### config.mk
export PLATFORM = sky130hd
export DESIGN_NAME = bprb_ctrl
export DESIGN_NICKNAME = d
export VERILOG_FILES = /design/src/bprb_pkg.sv /design/src/bprb_ctrl.sv
export SDC_FILE = /design/constraint.sdc
export NUM_CORES = 1
export LEC_CHECK = 0
export BUFFER_PORTS_ARGS = -buffer_cell sky130_fd_sc_hd__buf_2
export CORE_AREA = 2 2 39 41
export DETAILED_ROUTE_END_ITERATION = 10
export DIE_AREA = 0 0 41 43
export HOLD_SLACK_MARGIN = 0.02
export PLACE_DENSITY = 0.48
export SYNTH_ARGS = -nofsm -noshare
export SYNTH_HDL_FRONTEND = slang
export SYNTH_SLANG_ARGS = --single-unit
### constraint.sdc
create_clock -name aclk -period 4.35 [get_ports aclk]
set_input_delay 0.6525 -clock aclk [delete_from_list [all_inputs] [get_ports aclk]]
set_output_delay 0.6525 -clock aclk [all_outputs]
set_load 0.02 [all_outputs]
### src/bprb_pkg.sv
`timescale 1ns / 1ps
// ----------------------------------------------------------------------------
// bprb_pkg
// Shared types for the Pascal row builder: controller states and the
// command and status groups between the controller and the datapath.
// ----------------------------------------------------------------------------
package bprb_pkg;

    localparam int unsigned FIELD_W = 6;
    localparam int unsigned COEF_W  = 31;
    localparam int unsigned ENTRY_W = 32;

    typedef enum logic [1:0] {
        ST_IDLE,
        ST_BUILD,
        ST_SHIFT,
        ST_FINISH
    } state_t;

    typedef struct packed {
        logic start;
        logic step;
        logic shift;
        logic load;
    } cmd_t;

    typedef struct packed {
        logic special;
        logic row_done;
        logic shift_done;
    } status_t;

endpackage

### src/bprb_ctrl.sv
`timescale 1ns / 1ps
// ----------------------------------------------------------------------------
// bprb_ctrl
// Sequencer for one request: builds rows up to n, shifts entry k down to
// the first cell and loads the output register when it is free.
// ----------------------------------------------------------------------------
module bprb_ctrl (
    input  logic              aclk,
    input  logic              aresetn,
    input  logic              s_tvalid,
    output logic              s_tready,
    output logic              m_tvalid,
    input  logic              m_tready,
    input  bprb_pkg::status_t status,
    output bprb_pkg::cmd_t    cmd
);

    bprb_pkg::state_t state_reg;
    bprb_pkg::state_t state_next;
    logic             out_valid_reg;
    logic             out_valid_next;
    logic             accept;
    logic             can_load;

    assign s_tready = (state_reg == bprb_pkg::ST_IDLE);
    assign accept   = s_tvalid && s_tready;
    assign can_load = !out_valid_reg || m_tready;
    assign m_tvalid = out_valid_reg;

    always_comb begin
        state_next = state_reg;
        case (state_reg)
            bprb_pkg::ST_IDLE: begin
                if (accept) begin
                    state_next = bprb_pkg::ST_BUILD;
                end
            end
            bprb_pkg::ST_BUILD: begin
                if (status.special) begin
                    state_next = bprb_pkg::ST_FINISH;
                end else if (status.row_done) begin
                    state_next = bprb_pkg::ST_SHIFT;
                end
            end
            bprb_pkg::ST_SHIFT: begin
                if (status.shift_done) begin
                    state_next = bprb_pkg::ST_FINISH;
                end
            end
            bprb_pkg::ST_FINISH: begin
                if (can_load) begin
                    state_next = bprb_pkg::ST_IDLE;
                end
            end
            default: begin
                state_next = bprb_pkg::ST_IDLE;
            end
        endcase
    end

    always_comb begin
        cmd       = '0;
        cmd.start = accept;
        case (state_reg)
            bprb_pkg::ST_BUILD: begin
                cmd.step = !status.special && !status.row_done;
            end
            bprb_pkg::ST_SHIFT: begin
                cmd.shift = !status.shift_done;
            end
            bprb_pkg::ST_FINISH: begin
                cmd.load = can_load;
            end
            default: begin
                cmd.step = 1'b0;
            end
        endcase
    end

    always_comb begin
        out_valid_next = out_valid_reg;
        if (cmd.load) begin
            out_valid_next = 1'b1;
        end else if (m_tready) begin
            out_valid_next = 1'b0;
        end
    end

    always_ff @(posedge aclk) begin
        if (!aresetn) begin
            state_reg     <= bprb_pkg::ST_IDLE;
            out_valid_reg <= 1'b0;
        end else begin
            state_reg     <= state_next;
            out_valid_reg <= out_valid_next;
        end
    end

endmodule

==> key figures <==
Final layout
  – Max FFs per register: 2
  – Area Overhead vs Synth: 36.0%
  – # diodes: 0
  – Filler cells: 161
  – Fin area: 345 um^2
  – Final core utilization: 25.0%
  – Fraction of layout cells with a size suffix above 1: 42.9%
  – Nets@finish: 54

Critical path
  – Critical path class: reg -> out
  – Req. time, crit path: 3700 ps
  – Crit end category: output pin
  – Crit Path Max Fanout: 6
  – Startpoint types: flop
  – Crit path arrival time: 1330 ps

Routing
  – Routed length per instance: 7.55 um
  – Avg Vias per Cell: 3.71
  – Detailed Routing Iterations Pass 1: 5
  – Starting DRT DRC Count: 4
  – Residual DRC: 0
  – Total Wirelength: 438 um
  – Vias: 215
  – ANT nets after route: 0

Floorplan
  – Die W: 41 um
  – Core area: 0.00138 mm^2
  – Rows: 14
  – IO Pins: 13
  – Starting density of the core: 18.4%
  – Total die area: 0.00176 mm^2
  – Die Y: 43 um

Logic synthesis
  – Syn nets: 39
  – Yosys reg bits: 3
  – Largest family of logic cells by synthesized area: simple AND/OR/NAND/NOR gates
  – Yosys warns: 0
  – Sequential area share after synthesis: 23.6%
  – Synthesized instance count: 28
  – Synth cell types: 16
  – Synth Area in Compound Gates: 14.8%
  – Post-Synth XOR/XNOR Area: 0%
  – Mapped Avg Cell Area: 9.07 um^2
  – Mux contribution to synthesized area: 7.88%
  – Post-Synth Simple-Gate Area: 23.6%
  – Synth Area in Adders: 19.7%
  – Mapped cell area: 254 um^2

STA
  – Setup TNS: 0 ps
  – Worst Clk Skew: 0.251 ps
  – Fin crit share: 45.5%
  – Slew HR: 81.3%
  – WHS: 508 ps
  – Final setup viols: 0
  – Fmax: 505 MHz
  – Post-layout min period: 1980 ps
  – Final hold violation count: 0
  – RSZ-0062 raised after global routing: no
  – Max-slew violation count: 0
  – Slew @ Worst Pin: 280 ps

Place
  – Post-DP Area: 319 um^2
  – PortBufs: 12
  – Routability cong.: 0.598

Pwr
  – Combinational Power Share: 52.7%
  – Power Internal: 121 uW
  – Leakage Power: 0.183 nW
  – Switching share of total power: 41.2%
  – Maximum VDD drop: 132 uV
  – Power Dens Cells: 595 mW/mm^2
  – Sw Pwr: 84.7 uW
  – Clock power share: 23.3%
  – Pwr Total: 206 uW
  – Register share of total power: 24.0%

CTS
  – Root buf cell: clkbuf_4
  – Post-CTS Setup Bufs: 0
  – Clock latency at the later pin of the worst-skew pair: 230 ps
  – Clock tree buffer depth: 2
  – H-tree lvl count: 1
  – CTS hold repair buffers: 0
  – Sink Count: 3
  – CTS Buf Count: 3
  – PostCTS Resize Cnt: 0
  – Clk slew on worst S/H paths: 40 ps
  – CTS tree: built

Global routing
  – Vias in the first global route: 197
  – Largest net degree at the start of global routing: 7
  – First-pass GRT wire length: 696 um
  – Initial antenna violation count: 0
  – Gr usage total: 6.11%
  – Total congestion overflow: 0

Run
  – Max_cap viols: 0

Run status
  – Status: complete, no violations

Worst hold path
  – Worst min-delay path class: reg -> reg
[synthesized netlist by cell type]
library cell  instances  share of area (%)
a211oi_2              1                4.9
and2_1                1                2.5
nand2_1               3                4.4
o21a_1                1                3.0
nor3b_1               1                3.0
buf_4                 2                5.9
inv_1                 3                4.4
a21o_1                1                3.0
ha_1                  4                 20
o21ai_0               2                3.9
and2b_4               1                3.9
nand3_1               1                2.0
mux2i_1               2                7.9
dfxtp_1               3                 24
nor2b_4               1                5.4
nor2b_1               1                2.5
[power by group through the flow]
stage	combinational, mW	sequential [mW]	clock, mW
after floorplan	0.0911	0.0481	0
after global placement	0.111	0.0499	0
after detailed placement	0.110	0.0495	0
after CTS	0.110	0.0494	0.0510
after global routing	0.121	0.0508	0.0512
final	0.108	0.0494	0.0480
[worst paths after layout]
path	start	to	slack, ps	depth (start not counted)
setup / recovery	state_reg[0]	cmd[2]	2370	3
hold / removal	state_reg[1]	state_reg[1]	510	2
setup reg to reg	state_reg[0]	state_reg[1]	2850	6
hold reg to reg	state_reg[1]	state_reg[1]	510	2
[cells in the final DEF, fill, tap and decap left out]
| master | synthesis | final |
|---|---|---|
| nand2_1 | 3 | 3 |
| a21o_1 | 1 | 1 |
| and2b_4 | 1 | 1 |
| mux2i_1 | 2 | 2 |
| nor3b_1 | 1 | 1 |
| nor2b_4 | 1 | 1 |
| nand3_1 | 1 | 1 |
| buf_2 | 0 | 12 |
| nor2b_1 | 1 | 1 |
| clkbuf_1 | 0 | 1 |
| inv_1 | 3 | 3 |
| clkbuf_4 | 0 | 3 |
| o21ai_0 | 2 | 2 |
| o21a_1 | 1 | 1 |
| ha_1 | 4 | 4 |
| dfxtp_1 | 3 | 3 |
| a211oi_2 | 1 | 1 |
| and2_1 | 1 | 1 |
[worst max-delay path, stage by stage, from the launching register on]
cell,delay [ps]
dfxtp_1,410
ha_1,190
nor3b_1,270
buf_2,230
[logic make-up after synthesis]
logic type | Yosys count
AO/OA/AOI/OAI | 5
multiplexers | 2
AND/OR/NAND/NOR | 9
buffers and inverters | 5
flip-flops | 3
adder cells (fa/ha/maj) | 4
[per-stage QoR]
stage	worst slack, ps	cells
2_1_floorplan	2420	28
3_3_place_gp	2440	54
3_5_place_dp	2440	54
4_1_cts	2350	58
5_1_grt	2210	58
6_report	2370	58
[metal layers]
layer / vias up / routed length [um] / GRT usage, %
li1: 118 / - / -
met1: 91 / 204 / 6.71
met2: 6 / 204 / 8.75
met3: 0 / 29 / 0
met4: 0 / 0 / 8.00
met5: - / 0 / 0
[layout make-up]
cell class / instances / area, um^2 / share of cell area, %
Multi-Input combinational cell: 20 / 168 / 48.6
Clock buffer: 4 / 26.3 / 7.61
Timing Repair Buffer: 12 / 60.1 / 17.4
Inverter: 3 / 11.3 / 3.26
Tap cell: 16 / 20.0 / 5.80
Sequential cell: 3 / 60.1 / 17.4
No activity file was read; power rests on OpenSTA's default activity.
